==> config.mk <==
export PLATFORM = sky130hd
export DESIGN_NAME = crps_front
export DESIGN_NICKNAME = d
export VERILOG_FILES = /design/src/rtl/assert_macros.svh /design/src/rtl/crps_pkg.sv /design/src/rtl/crps_front.sv
export SDC_FILE = /design/constraint.sdc
export NUM_CORES = 1
export LEC_CHECK = 0
export BUFFER_PORTS_ARGS = -buffer_cell sky130_fd_sc_hd__buf_2
export CAP_MARGIN = 20
export CORE_MARGIN = 4
export CORE_UTILIZATION = 60
export CTS_CLUSTER_SIZE = 10
export DETAILED_ROUTE_END_ITERATION = 8
export PLACE_DENSITY = 0.84
export SLEW_MARGIN = 20
export SYNTH_ARGS = -nofsm -noshare
export SYNTH_HDL_FRONTEND = slang
export SYNTH_SLANG_ARGS = --single-unit
==> constraint.sdc <==
create_clock -name aclk -period 10.4 [get_ports aclk]
set_input_delay 2.08 -clock aclk [delete_from_list [all_inputs] [get_ports aclk]]
set_output_delay 2.08 -clock aclk [all_outputs]
set_load 0.005 [all_outputs]
==> src/rtl/assert_macros.svh <==
// ----------------------------------------------------------------------------
// assertion macros
// shared property checks for the path smoother
// ----------------------------------------------------------------------------
`ifndef ASSERT_MACROS_SVH
`define ASSERT_MACROS_SVH
`ifndef SYNTH
`define ASSERT_IMPLY(name, clk, rstn, a, b) \
    name: assert property (@(posedge clk) disable iff (!(rstn)) (a) |-> (b)) \
        else $error("same-cycle check failed");
`define ASSERT_NEXT(name, clk, rstn, a, b) \
    name: assert property (@(posedge clk) disable iff (!(rstn)) (a) |=> (b)) \
        else $error("next-cycle check failed");
`else
`define ASSERT_IMPLY(name, clk, rstn, a, b)
`define ASSERT_NEXT(name, clk, rstn, a, b)
`endif
`endif

==> src/rtl/crps_pkg.sv <==
// ----------------------------------------------------------------------------
// crps_pkg
// shared types and constants of the catmull-rom path smoother
// ----------------------------------------------------------------------------
`timescale 1ns / 1ps

package crps_pkg;

    localparam int COORD_W    = 16;
    localparam int WEIGHT_W   = 16;
    localparam int W_ONE      = 16384;
    localparam int FIFO_DEPTH = 4;

    typedef struct packed {
        logic signed [COORD_W-1:0] y;
        logic signed [COORD_W-1:0] x;
    } xy_t;

    typedef struct packed {
        logic smooth;
        logic has;
        xy_t  pos;
    } wpt_t;

    // one segment or end point for the sample engine
    typedef struct packed {
        xy_t  p0;
        xy_t  p1;
        xy_t  p2;
        xy_t  p3;
        logic curved;
        logic run_last;
        logic path_end;
    } cmd_t;

endpackage

==> src/rtl/crps_front.sv <==
// ----------------------------------------------------------------------------
// crps_front
// accepts control points, keeps the point window and issues segment commands
// ----------------------------------------------------------------------------
`timescale 1ns / 1ps

module crps_front (
    input  logic               aclk,
    input  logic               aresetn,
    input  logic               s_tvalid,
    output logic               s_tready,
    input  logic [31:0]        s_tdata,   // point_x, point_y
    input  logic [1:0]         s_tuser,   // has_flag, smooth_flag
    input  logic               s_tlast,
    output logic               cmd_valid,
    input  logic               cmd_ready,
    output crps_pkg::cmd_t     cmd_data
);

    crps_pkg::wpt_t win_reg  [3];
    crps_pkg::wpt_t win_next [3];
    logic [1:0]     seen_reg, seen_next;
    crps_pkg::cmd_t pend_reg  [3];
    crps_pkg::cmd_t pend_next [3];
    logic [2:0]     mask_reg, mask_next;

    crps_pkg::wpt_t cur;
    crps_pkg::cmd_t cand [3];
    logic [2:0]     cand_v;
    crps_pkg::cmd_t list [3];
    logic [1:0]     n;
    logic [2:0]     list_mask;
    logic           accept;
    logic           push;

    function automatic logic is_curved(crps_pkg::wpt_t a, crps_pkg::wpt_t b);
        logic c;
        if (a.has) begin
            c = a.smooth;
        end else begin
            c = (a.pos.x != b.pos.x) && (a.pos.y != b.pos.y);
        end
        return c;
    endfunction

    assign s_tready  = (mask_reg == 3'b000);
    assign accept    = s_tvalid && s_tready;
    assign cmd_valid = mask_reg[0];
    assign cmd_data  = pend_reg[0];
    assign push      = mask_reg[0] && cmd_ready;

    always_comb begin
        cur.pos.x  = s_tdata[15:0];
        cur.pos.y  = s_tdata[31:16];
        cur.has    = s_tuser[0];
        cur.smooth = s_tuser[1];

        // segment from the middle point to the newest one
        cand[0].p0       = (seen_reg == 2'd3) ? win_reg[2].pos : win_reg[1].pos;
        cand[0].p1       = win_reg[1].pos;
        cand[0].p2       = win_reg[0].pos;
        cand[0].p3       = cur.pos;
        cand[0].curved   = is_curved(win_reg[1], win_reg[0]);
        cand[0].run_last = 1'b0;
        cand[0].path_end = 1'b0;
        cand_v[0]        = (seen_reg >= 2'd2);

        // closing segment into the last point
        cand[1].p0       = (seen_reg >= 2'd2) ? win_reg[1].pos : win_reg[0].pos;
        cand[1].p1       = win_reg[0].pos;
        cand[1].p2       = cur.pos;
        cand[1].p3       = cur.pos;
        cand[1].curved   = is_curved(win_reg[0], cur);
        cand[1].run_last = 1'b0;
        cand[1].path_end = 1'b0;
        cand_v[1]        = s_tlast && (seen_reg >= 2'd1);

        // the last point itself
        cand[2].p0       = cur.pos;
        cand[2].p1       = cur.pos;
        cand[2].p2       = cur.pos;
        cand[2].p3       = cur.pos;
        cand[2].curved   = 1'b0;
        cand[2].run_last = 1'b0;
        cand[2].path_end = 1'b1;
        cand_v[2]        = s_tlast;

        list = cand;
        n    = 2'd0;
        for (int i = 0; i < 3; i++) begin
            if (cand_v[i]) begin
                list[n] = cand[i];
                n       = n + 2'd1;
            end
        end
        if (n != 2'd0) begin
            list[n - 2'd1].run_last = 1'b1;
        end

        case (n)
            2'd0:    list_mask = 3'b000;
            2'd1:    list_mask = 3'b001;
            2'd2:    list_mask = 3'b011;
            default: list_mask = 3'b111;
        endcase
    end

    always_comb begin
        win_next  = win_reg;
        seen_next = seen_reg;
        pend_next = pend_reg;
        mask_next = mask_reg;
        if (accept) begin
            pend_next = list;
            mask_next = list_mask;
            if (s_tlast) begin
                win_next[0] = '0;
                win_next[1] = '0;
                win_next[2] = '0;
                seen_next   = 2'd0;
            end else begin
                win_next[2] = win_reg[1];
                win_next[1] = win_reg[0];
                win_next[0] = cur;
                if (seen_reg != 2'd3) begin
                    seen_next = seen_reg + 2'd1;
                end
            end
        end else if (push) begin
            pend_next[0] = pend_reg[1];
            pend_next[1] = pend_reg[2];
            mask_next    = {1'b0, mask_reg[2:1]};
        end
    end

    always_ff @(posedge aclk) begin
        if (!aresetn) begin
            win_reg[0] <= '0;
            win_reg[1] <= '0;
            win_reg[2] <= '0;
            seen_reg   <= 2'd0;
            mask_reg   <= 3'b000;
        end else begin
            win_reg  <= win_next;
            seen_reg <= seen_next;
            mask_reg <= mask_next;
        end
    end

    always_ff @(posedge aclk) begin
        pend_reg <= pend_next;
    end

endmodule

* Word-level counts from Yosys, hierarchy flattened
Index checks and enable logic that the tools add are counted.
** Word-level totals
- Register bits :: 498
- Output and inout port bits :: 133
- Logic and storage cells :: 109
** Cells by class
- $add $sub $neg :: 4
- Order comparisons :: 8
- Eq/ne operators :: 8
- Mux-type cells :: 27
- Bitwise logic cells :: 3
- Reduce and logical (&&, ||, !) cells :: 14
** Operators with widths (count)
- $bwmux 393 :: 3
- $mux 393 :: 3
- $demux 131 s2 :: 3
- $mux 262 :: 2
- $mux 131 :: 2
- $mux 102 :: 1
- $mux 32 :: 2
- $ne 16x16->1 :: 4
- $mux 2 :: 5
- $ge 3x3->1 const B :: 3
- $lt 3x1->1 const B :: 3
- $not 2->3 :: 3
- $pmux 3 s3 :: 1
- $logic_and 1x1->1 :: 8
- $add 2x1->2 const B :: 3
- $mux 3 :: 2
- $reduce_bool 2->1 :: 3
- $eq 2x2->1 const B :: 2
- $logic_not 3->1 :: 1
- $mux 1 :: 3
- $eq 2x1->1 const B :: 1
- $ge 2x1->1 const B :: 1
- $ge 2x2->1 const B :: 1
- $logic_not 2->1 :: 1
- 3 further kinds :: 3

* Depth between registers and ports, before layout
Gate-level depths: netlist of the first run.
- Depth in word-level cells :: 15
- Depth in mapped cells :: 14
- Gate-level depth less buffers :: 9

* Least setup slack after synthesis of the first run
Ideal clock, no wire load.
- Kind :: input -> register
- Start point :: in s_tvalid
- End point :: reg pend_reg, in the netlist cmd_data[0] (enable)
- Data arrival time :: 6558 ps
- Required time :: 8610 ps
- Slack :: 2053 ps
- Stages :: 5
- Path buffers :: 3
- Path through :: nand2_1 buf_2 buf_2 clkbuf_1 nand2_1
** On the way
- Longest elaborated chain between the ends :: 2
** Ends and longest elaborated chain
- start: declaration :: RTL line crps_front.sv:10 : input logic s_tvalid,
- $logic_and 1x1->1 :: RTL line crps_front.sv:47 : assign accept = s_tvalid && s_tready;
- $reduce_bool 2->1 (no source line)
- end signal: assignment :: RTL line crps_front.sv:151 : pend_reg <= pend_next;
- end: declaration :: RTL line crps_front.sv:23 : crps_pkg::cmd_t pend_reg [3];
No other way between the ends.
A chain may end at the register's enable or synchronous reset.

==> run metrics, run 1 <==
DR iter-0 viols=1612; CP arrival=a little under 6 ns; most frequent CP cell=buf_4; first-pass GRT wire length=67.08 mm; P_leak=slightly below 8 nW; hold crit path type=register to register; HPWL after DPL=around 25 mm; critical path buffer and inverter count=5; post-CTS setup buffer count=0; Synth Area in Adders=0.002595; fraction of layout cells with a size suffix above 1=0.1443; Post-route DRC=0; fin nets=about 1900; WL/cell=about 19 um; H-tree depth=2; setup_tns=0 ns; max-cap viol count=0; worst path cell trace=buf_2, buf_4, nor2b_4, buf_4, inv_1, ha_1, and2_4, buf_4, a211oi_1, a21oi_1, o21ai_1; Final setup viols=0; clk_lat worst skew=between 0.5 and 0.6 ns; sw power=about 900 uW; Mapped Cells=1910; Routed Antenna Nets=0; Core Util, Final=0.6359; largest net degree at the start of global routing=between 200 and 250; CP delay by family, top=buffers and inverters; outcome=completed; largest family of logic cells by synthesized area=compound AO/OA/AOI/OAI gates; design area=0.02012 sq mm; Yosys Warn Count=0; Seq cells post-synth=368; TritonCTS buffer count=42; post-synthesis xor/xnor area fraction=0.02906; CP Launch Type=input pin; final wirelength=between 40 and 50 mm; Chip Height=~190 um; placed cell area=0.01883 sq mm; CP Capture Type=register; initial antenna violation count=1; clk sinks=about 370; final hold violation count=0; CP required=10.73 ns; RSZ-0062 raised after global routing=false; vias in the first global route=12640; Worst-Margin Slew=approximately 1.0 ns; VDD IR max=0.1045 mV; Initial Util=0.6096; die area=~0.035 sq mm; vias per inst=5.995; multiplexer share of the synthesized area=0.05145; pwr dens=between 150 and 200 mW/mm^2; Synthesized Nets=a little under 2000; P&R area growth vs syn=4.308%; ys async rst share=0; CP peak stage delay=~0.7 ns; critical path type=input pin to register; Int Pwr=roughly 2.7 mW; Top FF cell, synth=edfxtp_1; Std-Cell Rows=between 60 and 70; Max Clock Skew=roughly 0.009 ns; Slew Limit Fails=0; switching part of the total=0.2501; Simple-Gate Fraction of Synth Area=0.1401; Core ar.=0.03164 sq mm; Ports=~170; Comb power frac=0.127; area of the mapped netlist=about 0.019 sq mm; n_diodes=0; Clk pwr share=0.377; total grt overflow=0; GRT Total Usage=0.2299; clk root buf=clkbuf_16; TritonCTS clock tree=built; Slew Limit Headroom=0.3106; port bufs=171; Resized cells post-CTS=0; Final min period=around 5.5 ns; Longest Clk Path Bufs=3; fmax=0.1823 GHz; Seq/Total Area, Yosys=0.5185; Post-synth EDFFs=263; Synth cell types=38; Slowest cell on crit path=buf_4; Crit Path Max Fanout=113; Synth Area in Compound Gates=0.1534; Tot Pwr=between 3 and 4 mW; DRT Pass-1 Iters=5; Reg power frac=0.496; CTS clk-pin slew, worst paths=0.06 ns; Via Count=13460; max reg flops=between 100 and 150; syn avg cell area=just over 10 sq um; RePlAce Congestion=between 0.8 and 0.9; Die Wd=around 190 um; Tcrit/Tclk final=0.5276; Hold Buf Count CTS=0
## final timing paths
check               from           end  slack (ns)  depth (start not counted)
max              s_tlast  cmd_data[68]        4.91                         11
min          win_reg[67]   win_reg[67]        0.45                          2
max reg2reg  seen_reg[0]  cmd_data[68]        6.73                         11
min reg2reg  win_reg[67]   win_reg[67]        0.45                          2
## cell usage after synthesis (2+ instances only)
cell type  instances  area share
mux2i_1           98       0.051
inv_1              5     0.00097
nand3b_1         101       0.039
xor2_1            64       0.029
nand4_1            4      0.0013
and2_1             2     0.00065
buf_6             17      0.0099
clkbuf_1         108       0.021
edfxtp_1         263        0.41
nor2b_1           37       0.012
a21oi_1           66       0.017
inv_2              2     0.00039
a21boi_0          36       0.014
a22oi_1            2     0.00078
a211oi_2          20       0.013
buf_4            140       0.054
a21boi_1          66       0.026
a211oi_1          77       0.030
dfxtp_1          105        0.11
nor2_1            34      0.0066
o21ai_1           62       0.016
buf_8              2      0.0016
ha_1               4      0.0026
buf_2             62       0.016
nor4_1            16      0.0052
nand3_1            2     0.00052
nor3_2             2      0.0010
nand2_1          367       0.071
o21ai_0          137       0.036
## kinds of logic after synthesis
| group | count (synthesis) |
|---|---|
| AND/OR/NAND/NOR | 568 |
| multiplexers | 99 |
| AO/OA/AOI/OAI | 469 |
| XOR/XNOR | 64 |
| buffers and inverters | 338 |
| adder cells (fa/ha/maj) | 4 |
| flip-flops | 368 |
## area by class of cell
type	instances	area, sq um
clock buffers	78	1250
fillers	2354	11520
inverters	7	31.28
multi-input cells	1204	7311
flip-flops and latches	368	10000
well taps	402	503.0
repair buffers	186	1021
## layer usage
layer  track usage  vias to the layer above  wire length (um)
li1              -                     6364                 -
met1        0.3168                     6459             17500
met2        0.3788                      568             20450
met3       0.04087                       66              3552
met4       0.06286                        2               829
met5             0                        -                13
## placed cells by master (no fill, tap or decap), types with 35 or more instances in the layout
cell       synthesis  final
buf_2             62    171
a21boi_1          66     66
dfxtp_1          105    104
a21boi_0          36     36
nand2_1          367    365
nor2b_1           37     35
clkbuf_16          0     45
a21oi_1           66     66
xor2_1            64     64
nand3b_1         101    101
o21ai_0          137    137
mux2i_1           98     98
o21ai_1           62     62
a211oi_1          77     77
edfxtp_1         263    263
## power groups by stage
stage               clock, mW  combinational (mW)  sequential (mW)
global route             1.44               0.500             1.79
global placement            0               0.432             1.80
finish                   1.35               0.454             1.78
CTS                      1.37               0.450             1.78
detailed placement          0               0.447             1.81
floorplan                   0               0.393             1.81
## worst min-delay path, cell delays in order, from the launching register on
cell      delay [ns]
dfxtp_1         0.31
nand2_1         0.05
a21boi_1        0.05
## stage by stage
step | setup WS (ns) | std cells | hold WS [ns]
3_3_place_gp | 4.497 | 2166 | 0.4373
2_1_floorplan | 2.053 | 1910 | 0.4308
3_5_place_dp | 4.424 | 2166 | 0.4426
6_report | 4.913 | 2245 | 0.4511
5_1_grt | 4.780 | 2245 | 0.4666
4_1_cts | 4.882 | 2244 | 0.4525
Note: power is estimated with default switching activity, not from simulation.
==> run 2, diff against run 1 <==
clock period = 5.3 ns   (was 10.4 ns; I/O delays follow)
==> run metrics, run 2 (same netlist as run 1, synthesis figures left out) <==
HPWL after DPL=26.62 mm (was 25.32 mm); Core ar.=0.03164 sq mm (unchanged); Tot Pwr=7.059 mW (was 3.586 mW); worst hold margin=0.4489 ns (was 0.4511 ns); reg2reg setup slack=1.63 ns (was 6.73 ns); Std-Cell Rows=65 (unchanged); largest net degree at the start of global routing=248 (was 235); commonest non-fill, non-tap cell in the layout=nand2_1 (unchanged); DR iter-0 viols=1606 (was 1612); fraction of layout cells with a size suffix above 1=0.1453 (was 0.1443); Place WS=1.562 ns (was 4.424 ns); Max Clock Skew=0.01117 ns (was 0.008848 ns); post-CTS setup buffer count=0 (unchanged); max reg flops=132 (unchanged); Clk pwr share=0.377 (about the same); CP Launch Type=register (was input pin); port bufs=171 (unchanged); GRT Total Usage=0.2377 (was 0.2299); sw power=1.782 mW (was 896.8 uW); Slew Limit Fails=0 (unchanged); critical path type=register to register (was input pin to register); CP peak stage delay=0.62 ns (was 0.70 ns); Die Wd=187.3 um (unchanged); Int Pwr=5.277 mW (was 2.689 mW); Hold Buf Count CTS=0 (unchanged); CTS clk-pin slew, worst paths=0.06 ns (about the same); fin nets=1854 (was 1852); clk root buf=clkbuf_16 (unchanged); worst path cell trace=buf_4, ha_1, nor2_1, ha_1, nand3_4, buf_12, mux2i_1, o21ai_0 (was buf_2, buf_4, nor2b_4, buf_4, inv_1, ha_1, and2_4, buf_4, a211oi_1, a21oi_1, o21ai_1); hold crit path type=register to register (unchanged); most frequent CP cell=ha_1 (was buf_4); vias in the first global route=12790 (was 12640); VDD IR max=0.1856 mV (was 0.1045 mV); switching part of the total=0.2525 (was 0.2501); outcome=completed (unchanged); Tcrit/Tclk final=0.6929; clk_lat worst skew=0.53 ns (about the same); Crit Path Max Fanout=52 (was 113); Final setup viols=0 (unchanged); Slew Limit Headroom=0.2944 (was 0.3106); Chip Height=187.3 um (unchanged); crit path from=seen_reg[1] (was s_tlast); vias per inst=6.044 (was 5.995); Initial Util=0.6096 (unchanged); RSZ-0062 raised after global routing=false (unchanged); CP Capture Type=register (unchanged); critical path buffer and inverter count=2 (was 5); first-pass GRT wire length=69.20 mm (was 67.08 mm); Longest Clk Path Bufs=3 (unchanged); Ports=172 (unchanged); TritonCTS buffer count=42 (unchanged); worst r2r src=seen_reg[1] (was seen_reg[0]); RePlAce Congestion=0.8213 (was 0.8071); Final min period=~3.7 ns; P&R area growth vs syn=4.366% (was 4.308%); Final WS setup=1.627 ns (was 4.913 ns); CP required=5.53 ns (was 10.73 ns); Post-route DRC=0 (unchanged); die area=0.03508 sq mm (unchanged); H-tree depth=2 (unchanged); Comb power frac=0.127 (about the same); commonest cells after routing, fill and taps aside=nand2_1 (365), edfxtp_1 (263), buf_2 (171) (unchanged); Worst R2R Path Depth=8 (was 11); DRT Pass-1 Iters=6 (was 5); TritonCTS clock tree=built (unchanged); Worst-Margin Slew=1.058 ns (was 1.034 ns); total grt overflow=0 (unchanged); P_leak=7.827 nW (was 7.821 nW); reg-to-reg endpoint=pend_reg[221] (was cmd_data[68]); Worst Setup EP=pend_reg[221] (was cmd_data[68]); fmax=about 0.27 GHz; Routed Antenna Nets=0 (unchanged); initial antenna violation count=0 (was 1); max-cap viol count=0 (unchanged); final hold violation count=0 (unchanged); Slowest cell on crit path=buf_4 (unchanged); setup_tns=0 ns (unchanged); WL/cell=19.33 um (was 18.86 um); Critical Path Stages=8 (was 11); CP delay by family, top=buffers and inverters (unchanged); Resized cells post-CTS=0 (unchanged); Via Count=13590 (was 13460); Reg power frac=0.496 (about the same); pwr dens=350.7 mW/mm^2 (was 178.2 mW/mm^2); clk sinks=368 (unchanged); final wirelength=43.44 mm (was 42.35 mm); CP arrival=3.91 ns (was 5.81 ns)
==> run 2: routing by layer <==
metal / track usage / part of all wire / vias to the layer above
li1: - / - / 6373
met1: 0.3314 / 0.42 / 6507
met2: 0.3822 / 0.47 / 613
met3: 0.04311 / 0.085 / 95
met4: 0.07395 / 0.026 / 0
met5: 0 / 0 / -
==> run 2: how the worst min path moves through the flow <==
stage | from | to | cells past startpoint
6_report | win_reg[23] | win_reg[23] | 2
5_1_grt | win_reg[27] | win_reg[27] | 2
4_1_cts | win_reg[20] | win_reg[20] | 2
3_5_place_dp | win_reg[20] | win_reg[20] | 2
3_3_place_gp | win_reg[20] | win_reg[20] | 2
2_1_floorplan | win_reg[67] | win_reg[67] | 2
==> run 2: worst reg2reg max path, stage by stage (launching register included) <==
cell	delay [ns]
dfxtp_2	0.57
buf_4	0.62
ha_1	0.36
nor2_1	0.06
ha_1	0.39
nand3_4	0.60
buf_12	0.47
mux2i_1	0.19
o21ai_0	0.11
==> run 2: metrics by stage <==
step / instances / cell area, sq um / utilization
after floorplan: 1910 / 19290 / -
after global placement: 2169 / 18880 / 0.5966
after detailed placement: 2169 / 18880 / 0.5966
after CTS: 2247 / 20130 / 0.6361
after global routing: 2247 / 20130 / 0.6361
final: 2248 / 20130 / 0.6362
==> run 2: power groups by stage <==
stage               Combinational [mW]  Clock (mW)  Sequential [mW]
global placement                 0.854           0             3.54
detailed placement               0.885           0             3.56
floorplan                        0.772           0             3.53
finish                           0.895        2.66             3.50
global route                     0.983        2.83             3.52
CTS                              0.891        2.69             3.50
==> run 2: final cells by class <==
class	instances	area (sq um)
diodes	1	2.502
clock buffers	78	1250
fillers	2323	11510
inverters	7	31.28
multi-input cells	1204	7320
flip-flops and latches	368	10000
well taps	402	503.0
repair buffers	188	1021
==> run 3, diff against run 2 <==
CORE_UTILIZATION = 54   (was 60)
PLACE_DENSITY = 0.8   (was 0.84)
clock period = 3 ns   (was 5.3 ns; I/O delays follow)
==> run metrics, run 3 (same netlist as run 1, synthesis figures left out) <==
HPWL after DPL=28.84 mm (was 26.62 mm); CP required=3.25 ns (was 5.53 ns); critical path buffer and inverter count=2 (unchanged); Non-Filler Instances=2326 (was 2248); initial antenna violation count=0 (unchanged); die area=0.03880 sq mm (was 0.03508 sq mm); clk sinks=368 (unchanged); CP Launch Type=register (unchanged); Crit Path Max Fanout=67 (was 52); DRT Pass-1 Iters=8 (was 6); commonest non-fill, non-tap cell in the layout=nand2_1 (unchanged); pwr dens=614.8 mW/mm^2 (was 350.7 mW/mm^2); Ports=172 (unchanged); outcome=completed (unchanged); CTS clk-pin slew, worst paths=0.06 ns (about the same); worst r2r src=seen_reg[1] (unchanged); RePlAce Congestion=0.8509 (was 0.8213); H-tree depth=2 (unchanged); max reg flops=132 (unchanged); Slew Limit Headroom=0.4735 (was 0.2944); Routed Antenna Nets=0 (unchanged); Die Wd=197.0 um (was 187.3 um); port bufs=171 (unchanged); Slowest cell on crit path=buf_4 (unchanged); fraction of layout cells with a size suffix above 1=0.1577 (was 0.1453); Slew Limit Fails=0 (unchanged); DR iter-0 viols=1580 (was 1606); Tcrit/Tclk final=0.8438 (was 0.6929); total grt overflow=0 (unchanged); Max Clock Skew=0.01879 ns (was 0.01117 ns); CP peak stage delay=0.64 ns (was 0.62 ns); fmax=0.3951 GHz (was 0.2723 GHz); Hold Buf Count CTS=0 (unchanged); CP Capture Type=register (unchanged); Std-Cell Rows=68 (was 65); dpl cells=2247 (was 2169); hold crit path type=input pin to register (was register to register); Post-route DRC=0 (unchanged); vias per inst=5.962 (was 6.044); max-cap viol count=0 (unchanged); setup_tns=0 ns (unchanged); Via Count=13870 (was 13590); crit path from=seen_reg[1] (unchanged); Resized cells post-CTS=0 (unchanged); vias in the first global route=13320 (was 12790); Worst-Margin Slew=0.7898 ns (was 1.058 ns); Initial Util=0.5529 (was 0.6096); post-CTS setup buffer count=0 (unchanged); CP delay by family, top=buffers and inverters (unchanged); commonest cells after routing, fill and taps aside=nand2_1 (365), edfxtp_1 (263), buf_2 (171) (unchanged); RSZ-0062 raised after global routing=false (unchanged); Hold Crit Start=s_tuser[1] (was win_reg[23]); WL/cell=19.54 um (was 19.33 um); largest net degree at the start of global routing=137 (was 248); GRT Total Usage=0.2255 (was 0.2377); P_leak=8.001 nW (was 7.827 nW); placed cell area=0.01925 sq mm (was 0.01888 sq mm); clk root buf=clkbuf_16 (unchanged); n_diodes=0 (was 1); first-pass GRT wire length=71.53 mm (was 69.20 mm); # fillers=2815 (was 2323); critical path type=register to register (unchanged); TritonCTS buffer count=43 (was 42); Reg area=0.01000 sq mm (unchanged); fin nets=1880 (was 1854); clk_lat worst skew=0.55 ns (was 0.53 ns); final wirelength=45.45 mm (was 43.44 mm); Final min period=2.531 ns (was 3.673 ns); total area of multi-input combinational cells=0.007320 sq mm (unchanged); Core ar.=0.03488 sq mm (was 0.03164 sq mm); TritonCTS clock tree=built (unchanged); Longest Clk Path Bufs=3 (unchanged); worst path cell trace=buf_4, nor4b_4, buf_12, a211oi_1, a211oi_2, a21oi_1, o21ai_1 (was buf_4, ha_1, nor2_1, ha_1, nand3_4, buf_12, mux2i_1, o21ai_0); Chip Height=197.0 um (was 187.3 um); VDD IR max=0.4060 mV (was 0.1856 mV); Final setup viols=0 (unchanged); CP arrival=2.79 ns (was 3.91 ns); design area=0.02052 sq mm (was 0.02013 sq mm); final hold violation count=0 (unchanged); P&R area growth vs syn=6.403% (was 4.366%)
==> run 3: changes by cell type in the layout (fill, tap and decap cells not counted), sizes merged <==
cell,before,now
buf,188,213
diode,1,0
inv,7,8
==> run 3: final timing paths <==
kind,slack [ns],cells after the start,end
worst min register to register,0.45,2,win_reg[20]
worst max register to register,0.47,7,cmd_data[123]
worst min-delay path,0.37,3,win_reg[101]
worst max-delay path,0.47,7,cmd_data[123]
==> run 3: where the power goes <==
group	total [mW]	leakage (nW)	switching, mW	internal, mW
clock	4.78	0.604	1.97	2.81
combinational	1.65	3.94	1.07	0.581
sequential	6.18	3.46	0.174	6.01
total	12.6	8.00	3.21	9.40
==> run 3: stage by stage <==
stage	util	setup slack, ns	hold slack, ns	power, mW
3_3_place_gp	0.5520	0.5368	0.4376	7.853
2_1_floorplan	-	0.2751	0.4308	7.567
5_1_grt	0.5883	0.3889	0.3745	13.08
6_report	0.5883	0.4687	0.3659	12.62
4_1_cts	0.5883	0.5183	0.3549	12.67
3_5_place_dp	0.5520	0.4583	0.4439	7.924
==> run 3: per-layer routing <==
metal  routed length [um]  part of all wire  up-vias  track usage
met5                    0                 0        -            0
met2                22270              0.49      615       0.3776
met3                 3183             0.070       81      0.03231
met4                 1153             0.025        0      0.07345
li1                     -                 -     6433            -
met1                18850              0.41     6738       0.3049
==> run 3: worst min-delay path, stage by stage <==
cell,delay (ns)
buf_2,0.11
nand3b_1,0.07
a21boi_0,0.07
==> run 3: layout make-up <==
cell class              instances  share of cell area
multi-input cells            1204              0.3567
flip-flops and latches        368              0.4873
clock inverters                 1           0.0003049
repair buffers                213             0.06500
well taps                     455             0.02774
clock buffers                  78             0.06140
inverters                       7            0.001524
