===== config.mk =====
export PLATFORM = sky130hd
export DESIGN_NAME = crps_fifo
export DESIGN_NICKNAME = d
export VERILOG_FILES = /design/src/rtl/assert_macros.svh /design/src/rtl/crps_pkg.sv /design/src/rtl/crps_fifo.sv
export SDC_FILE = /design/constraint.sdc
export NUM_CORES = 1
export LEC_CHECK = 0
export BUFFER_PORTS_ARGS = -buffer_cell sky130_fd_sc_hd__buf_2
export CORE_MARGIN = 5
export CORE_UTILIZATION = 61
export DETAILED_ROUTE_END_ITERATION = 10
export GPL_TIMING_DRIVEN = 0
export PLACE_DENSITY = 0.92
export SLEW_MARGIN = 20
export SYNTH_ARGS = -nofsm -noshare
export SYNTH_HDL_FRONTEND = slang
export SYNTH_SLANG_ARGS = --single-unit

===== constraint.sdc =====
create_clock -name aclk -period 7 [get_ports aclk]
set_input_delay 0.35 -clock aclk [delete_from_list [all_inputs] [get_ports aclk]]
set_output_delay 0.35 -clock aclk [all_outputs]
set_load 0.03 [all_outputs]

===== src/rtl/assert_macros.svh =====
// ----------------------------------------------------------------------------
// assertion macros
// shared property checks for the path smoother
// ----------------------------------------------------------------------------
`ifndef ASSERT_MACROS_SVH
`define ASSERT_MACROS_SVH
`ifndef SYNTH
`define ASSERT_IMPLY(name, clk, rstn, a, b) \
    name: assert property (@(posedge clk) disable iff (!(rstn)) (a) |-> (b)) \
        else $error("same-cycle check failed");
`define ASSERT_NEXT(name, clk, rstn, a, b) \
    name: assert property (@(posedge clk) disable iff (!(rstn)) (a) |=> (b)) \
        else $error("next-cycle check failed");
`else
`define ASSERT_IMPLY(name, clk, rstn, a, b)
`define ASSERT_NEXT(name, clk, rstn, a, b)
`endif
`endif


===== src/rtl/crps_pkg.sv =====
// ----------------------------------------------------------------------------
// crps_pkg
// shared types and constants of the catmull-rom path smoother
// ----------------------------------------------------------------------------
`timescale 1ns / 1ps

package crps_pkg;

    localparam int COORD_W    = 16;
    localparam int WEIGHT_W   = 16;
    localparam int W_ONE      = 16384;
    localparam int FIFO_DEPTH = 4;

    typedef struct packed {
        logic signed [COORD_W-1:0] y;
        logic signed [COORD_W-1:0] x;
    } xy_t;

    typedef struct packed {
        logic smooth;
        logic has;
        xy_t  pos;
    } wpt_t;

    // one segment or end point for the sample engine
    typedef struct packed {
        xy_t  p0;
        xy_t  p1;
        xy_t  p2;
        xy_t  p3;
        logic curved;
        logic run_last;
        logic path_end;
    } cmd_t;

endpackage


===== src/rtl/crps_fifo.sv =====
// ----------------------------------------------------------------------------
// crps_fifo
// short command queue between the front end and the sample engine
// ----------------------------------------------------------------------------
`timescale 1ns / 1ps

module crps_fifo (
    input  logic           aclk,
    input  logic           aresetn,
    input  logic           in_valid,
    output logic           in_ready,
    input  crps_pkg::cmd_t in_data,
    output logic           out_valid,
    input  logic           out_ready,
    output crps_pkg::cmd_t out_data
);

    localparam int AW = $clog2(crps_pkg::FIFO_DEPTH);

    crps_pkg::cmd_t slot_reg [crps_pkg::FIFO_DEPTH];
    logic [AW-1:0]  wr_reg, rd_reg;
    logic [AW:0]    cnt_reg;
    logic           wr_en;
    logic           rd_en;

    assign in_ready  = (cnt_reg != (AW+1)'(crps_pkg::FIFO_DEPTH));
    assign out_valid = (cnt_reg != '0);
    assign out_data  = slot_reg[rd_reg];
    assign wr_en     = in_valid && in_ready;
    assign rd_en     = out_valid && out_ready;

    always_ff @(posedge aclk) begin
        if (!aresetn) begin
            wr_reg  <= '0;
            rd_reg  <= '0;
            cnt_reg <= '0;
        end else begin
            if (wr_en) begin
                wr_reg <= wr_reg + 1'b1;
            end
            if (rd_en) begin
                rd_reg <= rd_reg + 1'b1;
            end
            if (wr_en && !rd_en) begin
                cnt_reg <= cnt_reg + 1'b1;
            end else if (rd_en && !wr_en) begin
                cnt_reg <= cnt_reg - 1'b1;
            end
        end
    end

    always_ff @(posedge aclk) begin
        if (wr_en) begin
            slot_reg[wr_reg] <= in_data;
        end
    end

endmodule


* Word-level counts from Yosys, hierarchy flattened
Memory sizes are Yosys's and may differ from the RTL's. A register that Yosys moved wholly into a read port is not among the register bits. Cells that the tools add are included. W data, S select, Z words.
Word-level totals: flip-flop bits (word level) 7, latch bits 0, RAM bits 524, ROM bits 0, bits of input ports 135, output and inout bits 133, logic and storage cells 23, memories kept 1
Cells by class: $add $sub $neg 4, multiply operators 0, div/mod/pow operators 0, order comparisons 0, equality and inequality tests 1, shift-type cells 0, multiplexer cells 6, bitwise logic cells 0, reduce and logical (&&, ||, !) cells 8
Memory list:
- slot_reg | depth 4, width 131, read ports 1, clocked after Yosys merged registers in 1, write ports 1, RTL line crps_fifo.sv:20 | crps_pkg::cmd_t slot_reg [crps_pkg::FIFO_DEPTH];
Operator list (number):
- $mux W3 | 2
- $add A2 B1 Y2 const B | 2
- $logic_and A1 B1 Y1 | 4
- $mux W2 | 2
- $add A3 B1 Y3 const B | 1
- $ne A3 B3 Y1 const B | 1
- $reduce_bool A3 Y1 | 1
- $sub A3 B1 Y3 const B | 1
- $logic_not A1 Y1 | 2
- $mux W1 | 2
- $reduce_bool A2 Y1 | 1

* Depth between registers and ports, before layout
Gate-level depths: netlist of the first run.
depth after elaboration 6, depth in mapped cells 8, depth with buffers taken out 8

* Worst setup path before layout of the first run
Ideal clock, no wire load.
path kind reg-to-reg, start register cnt_reg[0], end memory slot_reg[0][0] (netlist bit) (enable), library setup time 0.506 ns, arrival 3.828 ns, data required time 6.494 ns, setup slack 2.666 ns, cell stages (with the launch flop) 4, buffers on the path 0, clock period less this slack 4.334 ns, cells stage by stage dfxtp_1 -> nor2_1 -> a21boi_2 -> and2_1
Between the ends: longest elaborated chain between the ends 4
RTL lines:
- start, declared | RTL line crps_fifo.sv:22 | logic [AW:0] cnt_reg;
- start signal, assigned | RTL line crps_fifo.sv:45 | cnt_reg <= cnt_reg + 1'b1;
- start signal, assigned | RTL line crps_fifo.sv:47 | cnt_reg <= cnt_reg - 1'b1;
- $ne A3 B3 Y1 | RTL line crps_fifo.sv:26 | assign in_ready = (cnt_reg != (AW+1)'(crps_pkg::FIFO_DEPTH));
- $logic_and A1 B1 Y1 | RTL line crps_fifo.sv:29 | assign wr_en = in_valid && in_ready;
- named net wr_en | RTL line crps_fifo.sv:23 | logic wr_en;
- $mux W1 | RTL line crps_fifo.sv:53 | if (wr_en) begin
- $mux W1 (not written as such) | RTL line crps_fifo.sv:54 | slot_reg[wr_reg] <= in_data;
- end, declared | RTL line crps_fifo.sv:20
The timed path passes the listed nets, and every way through them passes these cells.

==> summary by stage, run 1 <==
Run status
The flow ran to the end, and the final reports show no timing, DRC or antenna violations.

Critical path
The data arrival time of the worst path is 2.46 ns. The startpoint identified for the worst register-to-register timing path is cnt_reg[0]. The worst setup path is captured at an output port. The maximum fanout encountered on the critical timing path is 10. The critical path is of the reg -> out type. In this run the worst setup path terminates at out_data[114]. The endpoint of the lowest-slack register-to-register path is cnt_reg[2]. The type of origin of the critical path is a flip-flop.

The slack of the worst reg-to-reg path is 4.53 ns. The cell depth of the worst flop-to-flop path is 8. For the worst setup path, the data required time is 6.65 ns.

Timing
The final-report hold violation count came to 0. Between clock sinks in the finished design, the worst skew comes to 0.0208 ns. Based on the critical path, the design can be clocked at up to 0.356 GHz. In the final timing run, aggregate negative setup slack is 0 ns. Counting I/O delays and the setup requirement, the final critical path takes about 2.8 ns.

The relative max-transition margin is 55.1%. The slew at the pin closest to its max-slew limit is 0.673 ns. Of the available clock period, the critical path in the final layout requires about two fifths. Setup repair after global routing left no endpoint under its margin. The setup violation total in the final timing report is 0. The final-report max-slew violation count is 0.

CTS
The clock-pin slew reported for the worst setup and hold paths after clock tree synthesis is around 0.060 ns. The clock insertion delay at the later pin of the skew report is 0.55 ns. Clock tree synthesis selected as its root buffer the cell sky130_fd_sc_hd__clkbuf_16. The post-cts resize count is 0. The clock tree from TritonCTS is yes. Clock tree synthesis inserted a total of 50 buffers. The number of H-tree branching levels is 2. The maximum root-to-sink buffer count is 3. The clock drives 533 sinks.

Post-CTS timing repair inserted 0 buffers for setup.

Power and ir drop
Total power for the finished layout comes to 9.09 mW. Cell internal power was estimated by the tool at ~6.3 mW. Combinational cells account for 28.9% of the total power. The sequential power share is a little over two fifths.

Net switching is 30.7% of the power. The share of total power in the clock network is about 28%. The switching power is 2.79 mW. The worst-case IR drop observed on VDD is between 0.0002 and 0.0003 V. The analysis attributes to cell leakage a power of 7.80 nW. The power per cell area is between 300 and 400 nW/um^2.

Synth
Counting flops with an async set or reset pin after synthesis yields a share of 0%. In the synthesized netlist, the number of instances is between 700 and 800. By count the netlist is led by sky130_fd_sc_hd__edfxtp_1 (524), sky130_fd_sc_hd__mux4_2 (131), sky130_fd_sc_hd__buf_2 (14). The synthesized area divided by synthesized cell count is 26.4 sq um.

The synthesized netlist net count is 874. The synthesized design contains 533 register bits. Yosys printed 0 warnings. The part of the Yosys area used for sequential elements is 82.1%.

Yosys mapped a number of flops with a built-in enable equal to 524. sky130_fd_sc_hd__edfxtp_1 is the most common cell in the netlist. After synthesis, the netlist uses 23 different library cells. In the synthesized netlist the dominant register cell turns out to be sky130_fd_sc_hd__edfxtp_1.

Ranked by total cell area, the synthesized netlist is headed by sky130_fd_sc_hd__edfxtp_1 (81%), sky130_fd_sc_hd__mux4_2 (15%), sky130_fd_sc_hd__dfxtp_1 (0.93%). The fraction of post-synthesis cell area in the top cell type by area is 81.2%. The library cell with the largest summed area after synthesis is sky130_fd_sc_hd__edfxtp_1. After synthesis the cells add up to 19,400 sq um.

Routing
The via total after detailed routing is 9,012. The average via count per standard cell is 5.95. The number of remaining DRC errors is 0. After detailed routing, the average wire length per cell comes to 25.6 um. The count of nets left with antenna violations once routing finished came out at 0. The number of detailed-routing iterations run before antenna repair is 5. Summed over all layers, the routed wires come to 38,700 um.

In this run, the number of DRC markers left after iteration 0 of detailed routing was 571.

Global route
The via count of the first global-routing pass was 9,770. The initial antenna violation count is 8. The first global-routing pass estimated 58,800 um of wire. Global routing consumed, over all layers together, 21.9% of the routing resources. Summed over all layers, the global routing overflow is 0. The maximum number of pins on one net before global-route repair is 47.

Layout
The post-route netlist has 45.4% of its cells at a drive strength greater than 1. The flip-flop count of the largest register, all copies and words added is approximately 520. In the final design database the tool counted between 1,000 and 1,500 nets. Compared with the post-synthesis result, the final layout area differs by 19.4%.

Floorplanning
The floorplan die height is ~190 um. The die is 188 um wide. For this design the top-level I/O count stands at 268. The floorplan step defined a core boundary enclosing between 30,000 and 40,000 sq um. Row generation in the floorplan step produced between 60 and 70 rows. The floorplan step defined a die boundary enclosing 35,400 sq um. The initial core utilization is 61.6%.

Place
Summed over all nets, the half-perimeter wirelength after detailed placement is 24,400 um. The congestion estimate from routability-driven global placement came to 0.726. The total of buffers placed on input and output ports is 266.

Job
Across the run, the number of max-cap violations was 0.

Hold path
The path class of the tightest hold or removal check is in -> reg.
[layout by cell type (no fill, tap or decap), types with 2 or more instances in the layout]
master / count
sky130_fd_sc_hd__clkbuf_1: 15
sky130_fd_sc_hd__and2_1: 4
sky130_fd_sc_hd__clkinv_1: 15
sky130_fd_sc_hd__clkbuf_16: 51
sky130_fd_sc_hd__inv_1: 3
sky130_fd_sc_hd__edfxtp_1: 524
sky130_fd_sc_hd__buf_12: 3
sky130_fd_sc_hd__mux4_2: 131
sky130_fd_sc_hd__buf_6: 10
sky130_fd_sc_hd__and2_4: 4
sky130_fd_sc_hd__bufinv_16: 3
sky130_fd_sc_hd__ha_1: 5
sky130_fd_sc_hd__diode_2: 8
sky130_fd_sc_hd__clkinv_2: 6
sky130_fd_sc_hd__buf_2: 280
sky130_fd_sc_hd__nand2_1: 5
sky130_fd_sc_hd__buf_16: 9
sky130_fd_sc_hd__mux2i_1: 3
sky130_fd_sc_hd__xnor2_1: 3
sky130_fd_sc_hd__dlygate4sd3_1: 7
sky130_fd_sc_hd__dfxtp_1: 9
sky130_fd_sc_hd__or3_1: 2
[through the flow]
step	util [%]	hold slack (ns)	cells	instance area, sq um	setup slack, ns
detailed placement	68.4	0.513	1413	21500	4.56
global route	73.5	0.000797	1513	23100	4.08
global placement	67.4	0.482	1401	21200	0.331
CTS	73.4	0.00000863	1507	23100	4.12
floorplan	-	0.449	733	19400	2.67
finish	73.5	0.0230	1515	23100	4.19
[worst min path at each step]
stage / start / to / depth (start not counted)
2_1_floorplan: in_data[0] / slot_reg[0][0] / 0
5_1_grt: in_data[18] / slot_reg[1][18] / 1
6_report: in_data[0] / slot_reg[0][0] / 1
3_3_place_gp: wr_reg[1] / wr_reg[1] / 2
4_1_cts: in_data[19] / slot_reg[1][19] / 1
3_5_place_dp: wr_reg[0] / wr_reg[0] / 2
[kinds of logic (layout without fill, tap and decap cells)]
kind of cell / count (synthesis) / count (layout) / share of synthesized area, %
flops: 533 / 533 / 82.1
fa+ha+maj: 6 / 6 / 0.426
buf+inv: 34 / 406 / 1.19
simple gates: 17 / 17 / 0.471
compound gates: 5 / 5 / 0.207
mux: 134 / 134 / 15.4
xor+xnor: 4 / 4 / 0.181
other cells: 0 / 8 / 0
[power groups by stage]
stage	combinational [mW]	clock, mW	sequential (mW)
6_report	2.62	2.50	3.96
5_1_grt	2.78	2.70	3.98
4_1_cts	2.67	2.54	3.96
3_5_place_dp	2.65	0	4.02
3_3_place_gp	2.55	0	4.07
2_1_floorplan	1.87	0	4.03
[cell type report]
cell class	instances	area [sq um]
Sequential cell	533	15900
Fill cell	1721	8340
Multi-Input combinational cell	166	3240
Timing Repair Buffer	285	1710
Clock buffer	60	1310
Tap cell	402	503
Buffer	31	220
Clock inverter	27	205
Antenna cell	8	20.0
Inverter	3	11.3
[repair_timing]
| action | CTS | global route |
|---|---|---|
| hold buffers | 7 | 0 |
| endpoints found under the hold margin | 24 | 0 |
| setup endpoints to repair | 0 | 0 |
[metal layers]
metal / global-route usage, % / vias to the layer above / share of wire [%]
li1: - / 3857 / -
met1: 28.5 / 4701 / 36
met2: 37.6 / 374 / 53
met3: 5.37 / 76 / 7.9
met4: 6.24 / 4 / 2.6
met5: 0 / - / 0.052
[critical path, cell delays in order (launching register included)]
cell and delay (ns):
sky130_fd_sc_hd__dfxtp_1 0.31, sky130_fd_sc_hd__clkbuf_1 0.26, sky130_fd_sc_hd__buf_2 0.42, sky130_fd_sc_hd__buf_2 0.36, sky130_fd_sc_hd__mux4_2 0.37, sky130_fd_sc_hd__buf_2 0.20
(Power assumes the default switching activity.)
==> run 2: changes to the inputs <==
--- a/config.mk
+++ b/config.mk
@@ -7,10 +7,10 @@
 export LEC_CHECK = 0
 export BUFFER_PORTS_ARGS = -buffer_cell sky130_fd_sc_hd__buf_2
 export CORE_MARGIN = 5
-export CORE_UTILIZATION = 61
+export CORE_UTILIZATION = 57
 export DETAILED_ROUTE_END_ITERATION = 10
 export GPL_TIMING_DRIVEN = 0
-export PLACE_DENSITY = 0.92
+export PLACE_DENSITY = 0.87
 export SLEW_MARGIN = 20
 export SYNTH_ARGS = -nofsm -noshare
 export SYNTH_HDL_FRONTEND = slang
==> constraint.sdc (replaced) <==
create_clock -name aclk -period 2.73 [get_ports aclk]
set_input_delay 0.1365 -clock aclk [delete_from_list [all_inputs] [get_ports aclk]]
set_output_delay 0.1365 -clock aclk [all_outputs]
set_load 0.03 [all_outputs]
==> summary by stage, run 2 (synthesized netlist as in run 1, its figures left out) <==
Run status
The run finished with clean final reports.

Layout
The proportion of layout cells with a drive suffix above 1 was 42.0% (-3.4 points). The final layout net count was 1,338 (+10%). The non-filler instance count after layout came to 1,694 (+12%). The synthesis-to-finish area growth is 27.3%. The post-route cell area is 24,700 sq um (+6.6%). The top cell types in the final layout, fill and taps aside, are sky130_fd_sc_hd__edfxtp_1 (524), sky130_fd_sc_hd__buf_2 (278), sky130_fd_sc_hd__dlygate4sd3_1 (133). The most frequent standard cell in the layout excluding fill and tap cells is sky130_fd_sc_hd__edfxtp_1. The flip-flop count of the largest register, all copies and words added came to 524 (unchanged).

Timing
The portion of the clock cycle consumed by the worst path in the final layout is 94.9%. The final-report hold violation count was 0 (unchanged). The slew at the pin closest to its max-slew limit is 0.748 ns (+0.0745 ns). The worst-case clock skew is 0.0153 ns (-0.00556 ns).

Setup repair after global routing left no endpoint under its margin. The setup violation total in the final timing report is 0 (unchanged). The relative max-transition margin is 50.2% (-5.0 points). The maximum clock rate is 0.386 GHz. The final-report max-slew violation count was 0 (unchanged). The final worst hold slack is 0.0531 ns (+0.0301 ns). The worst path needs 2.59 ns of the cycle, external delays included.

Routing
The via total after detailed routing is 9,734 (+8.0%). The number of nets with antenna violations after routing is 0 (unchanged). The number of detailed-routing iterations run before antenna repair is 5 (unchanged). The total length of routed wires is 44,100 um (+14%). The post-detailed-route wirelength per cell was 26.0 um (+1.7%). The met3 wire length is 3780 um (+24%). The number of remaining DRC errors came to 0 (unchanged). The sum of routed wire segments on met1 was 15,600 um (+11%). The number of violations reported at the end of detailed-routing iteration 0 was 799 (+40%).

The average via count per standard cell came to 5.75 (-3.4%). The highest metal layer used by the detailed router is met4. The wire length on met2 is 23,400 um (+14%).

Critical path
The type of origin of the critical path is a flip-flop. The largest stage delay on the critical path is 0.46 ns (+0.04 ns). The signal on the critical path passes through nor2_1, a21boi_2, ha_1, inv_1, fa_1, xor2_1, or3_1, a21boi_0. The maximum fanout encountered on the critical timing path came to 7 (-3). The required time of the worst setup path is 3.23 ns (-3.42 ns). The highest-delay cell along the critical path is sky130_fd_sc_hd__dfxtp_1. The startpoint-to-endpoint class of the critical path is reg -> reg. The data arrival time of the worst path came to 3.09 ns (+0.63 ns). STA classifies the critical path endpoint as a flip-flop.

Power and ir drop
The total power draw was 24.4 mW (+170%). The peak supply drop is 0.000970 V (+220%). The power per cell area is 990 nW/um^2 (+150%).

The leakage power is 8.43 nW (+8.1%).

Place
The placed cell area is 21,600 sq um (+0.24%). The total of buffers placed on input and output ports is 266 (unchanged). The number of instances in the placed design was 1,458 (+3.2%). The final weighted congestion in routability-driven placement is 0.720 (-0.80%). The estimated wirelength of the detail-placed design came to 24,100 um (-1.1%).

CTS
The number of sinks handled by clock tree synthesis is 533 (unchanged). In this run the clock root is driven by a sky130_fd_sc_hd__clkbuf_16. The number of H-tree branching levels came to 2 (unchanged). The clock insertion delay at the later pin of the skew report was 0.58 ns (+0.03 ns). The maximum root-to-sink buffer count is 3 (unchanged). The number of buffers created by CTS was 52 (+4.0%).

TritonCTS built the clock tree. The clock-pin slew reported for the worst setup and hold paths after clock tree synthesis is 0.06 ns (about the same).

Global route
The maximum number of pins on one net before global-route repair was 49 (+4.3%). The via count of the first global-routing pass is 10,500 (+7.8%). The initial antenna violation count is 5 (-3). The aggregate global routing overflow came to 0 (unchanged). The total routing resource utilization after global routing came to 23.4% (+1.5 points).

The wire length of the first global-routing pass is 66,100 um (+12%).

Floorplanning
The floorplan row count is 67 (+3.1%). The area enclosed by the die boundary is 37,800 sq um (+6.6%). The initial core utilization is 57.8% (-3.8 points). The total I/O pin count was 268 (unchanged). The core area is 33,500 sq um (+6.5%). The floorplan die height was 194 um (+3.3%). The width of the die was 194 um (+3.3%).

Job
The number of violations of the max-capacitance limit is 0 (unchanged).

Hold path
The worst hold path belongs to the class in -> reg.
run 2: changes by cell type in the layout (fill, tap and decap cells not counted), sizes merged:
cell         change
diode            -3
clkinvlp         +4
bufinv           +4
dlygate4sd3    +126
inv              +2
buf              -2
clkinv           +2
run 2: final timing paths:
check | startpoint | to | slack [ns] | cells past startpoint
worst max-delay path | cnt_reg[0] | cnt_reg[2] | 0.14 | 8
worst min-delay path | in_valid | wr_reg[1] | 0.05 | 3
worst max register to register | cnt_reg[0] | cnt_reg[2] | 0.14 | 8
worst min register to register | wr_reg[1] | wr_reg[1] | 0.51 | 2
run 2: power by group:
group / switching (mW) / internal, mW / total (mW)
clock network: 3.01 / 4.24 / 7.24
registers: 0.263 / 9.93 / 10.2
logic: 4.32 / 2.67 / 6.99
total: 7.59 / 16.8 / 24.4
run 2: cell type report:
type | count | area [sq um]
tap | 448 | 561
fill | 1805 | 8860
antenna | 5 | 12.5
timing repair buffer | 410 | 2970
clock inverter | 39 | 390
buffer | 31 | 225
sequential | 533 | 15900
inverter | 3 | 11.3
clock buffer | 59 | 1350
multi-input combinational | 166 | 3240
run 2: worst max-delay path: cells and delay by family, from the launching register on:
kind | cells | cell delay (ns)
compound gates | 2 | 0.57
xor+xnor | 1 | 0.18
fa+ha+maj | 2 | 0.76
buf+inv | 1 | 0.10
flops | 1 | 0.46
simple gates | 2 | 0.43
run 2: per-layer routing:
metal	GRT usage, %	up-vias
li1	-	4103
met1	29.4	5044
met2	40.2	508
met3	6.27	79
met4	7.97	0
met5	0	-
run 2: stage by stage:
step | utilization [%] | setup WS (ns) | setup TNS (ns)
global route | 73.6 | 0.00624 | 0
floorplan | - | -0.153 | -80.17
global placement | 63.4 | -1.50 | -771.83
CTS | 73.5 | 0.0292 | 0
finish | 73.6 | 0.140 | 0
detailed placement | 64.4 | 0.343 | 0
run 2: what timing repair did:
action | 4_1_cts | 5_1_grt
hold buffers | 133 | 0
endpoints found under the setup margin | 26 | 1
pin swaps | 0 | 0
setup buffers | 0 | 0
resized for setup | 1 | 1
hold endpoints to repair | 533 | 0
==> run 3: changes to the inputs <==
--- a/config.mk
+++ b/config.mk
@@ -10,7 +10,7 @@
 export CORE_UTILIZATION = 57
 export DETAILED_ROUTE_END_ITERATION = 10
 export GPL_TIMING_DRIVEN = 0
-export PLACE_DENSITY = 0.87
+export PLACE_DENSITY = 0.8
 export SLEW_MARGIN = 20
 export SYNTH_ARGS = -nofsm -noshare
 export SYNTH_HDL_FRONTEND = slang
==> summary by stage, run 3 (synthesized netlist as in run 1, its figures left out) <==
Floorplanning
The width of the die is 194 um (unchanged). The area enclosed by the die boundary was 37,800 sq um (unchanged). The total I/O pin count is 268 (unchanged). The initial core utilization is 57.8% (unchanged). The floorplan die height is 194 um (unchanged). The floorplan row count was 67 (unchanged). The core area is 33,500 sq um (unchanged).

CTS
The number of H-tree branching levels is 2 (unchanged). The post-cts resize count is 0 (-1). The root buffer cell is sky130_fd_sc_hd__clkbuf_16. The maximum root-to-sink buffer count is 3 (unchanged). The count of hold-fix buffers inserted at cts is 132 (-0.75%). The number of buffers created by CTS was 51 (-1.9%). The clock-pin slew reported for the worst setup and hold paths after clock tree synthesis is 0.06 ns (about the same).

The clock insertion delay at the later pin of the skew report was 0.55 ns (-0.03 ns). The post-CTS setup buffer count is 0 (unchanged). The number of sinks handled by clock tree synthesis is 533 (unchanged). TritonCTS built the clock tree.

Routing
The number of detailed-routing iterations run before antenna repair was 5 (unchanged). The number of violations reported at the end of detailed-routing iteration 0 is 650 (-19%). The via total after detailed routing is 9,483 (-2.6%).

The post-detailed-route wirelength per cell came to 24.7 um (-5.2%). The number of nets with antenna violations after routing is 0 (unchanged). The average via count per standard cell is 5.63 (-1.9%). The number of remaining DRC errors came to 0 (unchanged). The total length of routed wires is 41,500 um (-5.8%).

Power and ir drop
The peak supply drop came to 0.000656 V (-32%). The power per cell area is 984 nW/um^2 (-0.66%). The leakage power is 8.39 nW (-0.58%).

Layout
The top cell types in the final layout, fill and taps aside, are sky130_fd_sc_hd__edfxtp_1 (524), sky130_fd_sc_hd__buf_2 (280), sky130_fd_sc_hd__dlygate4sd3_1 (132). The proportion of layout cells with a drive suffix above 1 is 41.2% (-0.78 points). The most frequent standard cell in the layout excluding fill and tap cells is sky130_fd_sc_hd__edfxtp_1. The total area of sequential cells is 15,900 sq um (unchanged). The final layout net count was 1,337 (-0.075%). The core occupancy in the finished layout is 73.3% (-0.32 points).

The flip-flop count of the largest register, all copies and words added is 524 (unchanged). The area used by multi-input combinational logic was 3240 sq um (unchanged). The number of filler cells placed in the layout is 1,902 (+5.4%). The area growth from synthesis to layout is 26.8%.

Global route
The maximum number of pins on one net before global-route repair is 48 (-2.0%). The via count of the first global-routing pass came to 10,300 (-2.4%). The wire length of the first global-routing pass was 63,900 um (-3.5%). The total routing resource utilization after global routing is 22.2% (-1.2 points). The aggregate global routing overflow came to 0 (unchanged). The initial antenna violation count is 2 (-3).

Job
The number of violations of the max-capacitance limit is 0 (unchanged).

Timing
The worst-case clock skew is 0.0140 ns (-0.00132 ns). The final critical delay including setup and external delays is 2.54 ns (-0.0454 ns). The slew at the pin closest to its max-slew limit is 0.726 ns (-0.0212 ns). The setup TNS after final layout is 0 ns (unchanged). The maximum clock rate is 0.393 GHz (+1.8%).

The final worst hold slack was 0.0751 ns (+0.0219 ns). The final-report max-slew violation count is 0 (unchanged). The portion of the clock cycle consumed by the worst path in the final layout was 93.2% (-1.7 points).

The setup violation total in the final timing report came to 0 (unchanged). The relative max-transition margin is 51.6% (+1.4 points). Setup repair after global routing left no endpoint under its margin. The final-report hold violation count is 0 (unchanged).

Critical path
The type of origin of the critical path is a flip-flop. The required time of the worst setup path is 2.59 ns (-0.64 ns). The data arrival time of the worst path is 2.41 ns (-0.68 ns). The startpoint-to-endpoint class of the critical path is reg -> out. STA classifies the critical path endpoint as an output port. The maximum fanout encountered on the critical timing path is 10 (+3).

Place
The final weighted congestion in routability-driven placement is 0.683 (-5.0%). The estimated wirelength of the detail-placed design was 23,700 um (-1.7%). The total of buffers placed on input and output ports is 266 (unchanged).

Hold path
The worst hold path belongs to the class in -> reg.

Run status
The run finished with clean final reports.
## run 3: changes by cell type in the layout (fill, tap and decap cells not counted), sizes merged
cell         previous run  this run
clkinv                 24        15
buf                   301       303
bufinv                  7         8
inv                     7         3
clkbuf                 66        72
dlygate4sd3           133       132
diode                   5         2
clkinvlp                4         1
## run 3: final cells by class
class                      count  area share, %
clock buffer                  66           5.60
tap                          448           2.28
antenna                        2         0.0204
multi-input combinational    166           13.2
buffer                        31          0.897
sequential                   533           64.8
timing repair buffer         410           11.9
inverter                       3         0.0458
clock inverter                24           1.27
## run 3: layer usage
metal,wire length [um],global-route usage (%)
met1,15300,28.8
met2,22100,38.0
met3,3100,5.77
met4,1000,6.07
met5,0,0
## run 3: stage by stage
stage               total power, mW  setup slack, ns  instances  area [sq um]
floorplan                      15.1           -0.153        733         19400
global placement               16.9            -1.49       1447         21300
detailed placement             17.1            0.362       1459         21500
CTS                            24.3            0.119       1681         24600
global route                   25.1           0.0821       1683         24600
finish                         24.2            0.185       1683         24600
## run 3: path summary, 6_finish.rpt
check | end | cells after the start | slack, ns | start
setup / recovery | out_data[97] | 5 | 0.19 | flip-flop
hold / removal | flip-flop | 4 | 0.08 | out_ready
setup reg to reg | cnt_reg[2] | 8 | 0.36 | cnt_reg[0]
hold reg to reg | wr_reg[1] | 2 | 0.50 | wr_reg[1]
## run 3: report_power, final
group | internal, mW | switching [mW] | total, mW
Sequential | 9.93 | 0.238 | 10.2
Combinational | 2.65 | 4.24 | 6.89
Clock | 4.29 | 2.82 | 7.10
Total | 16.9 | 7.30 | 24.2
## run 3: critical path, cell delays in order, from the launching register on
cell	delay (ns)
sky130_fd_sc_hd__dfxtp_1	0.30
sky130_fd_sc_hd__clkbuf_1	0.21
sky130_fd_sc_hd__buf_2	0.37
sky130_fd_sc_hd__buf_2	0.38
sky130_fd_sc_hd__mux4_2	0.39
sky130_fd_sc_hd__buf_2	0.20
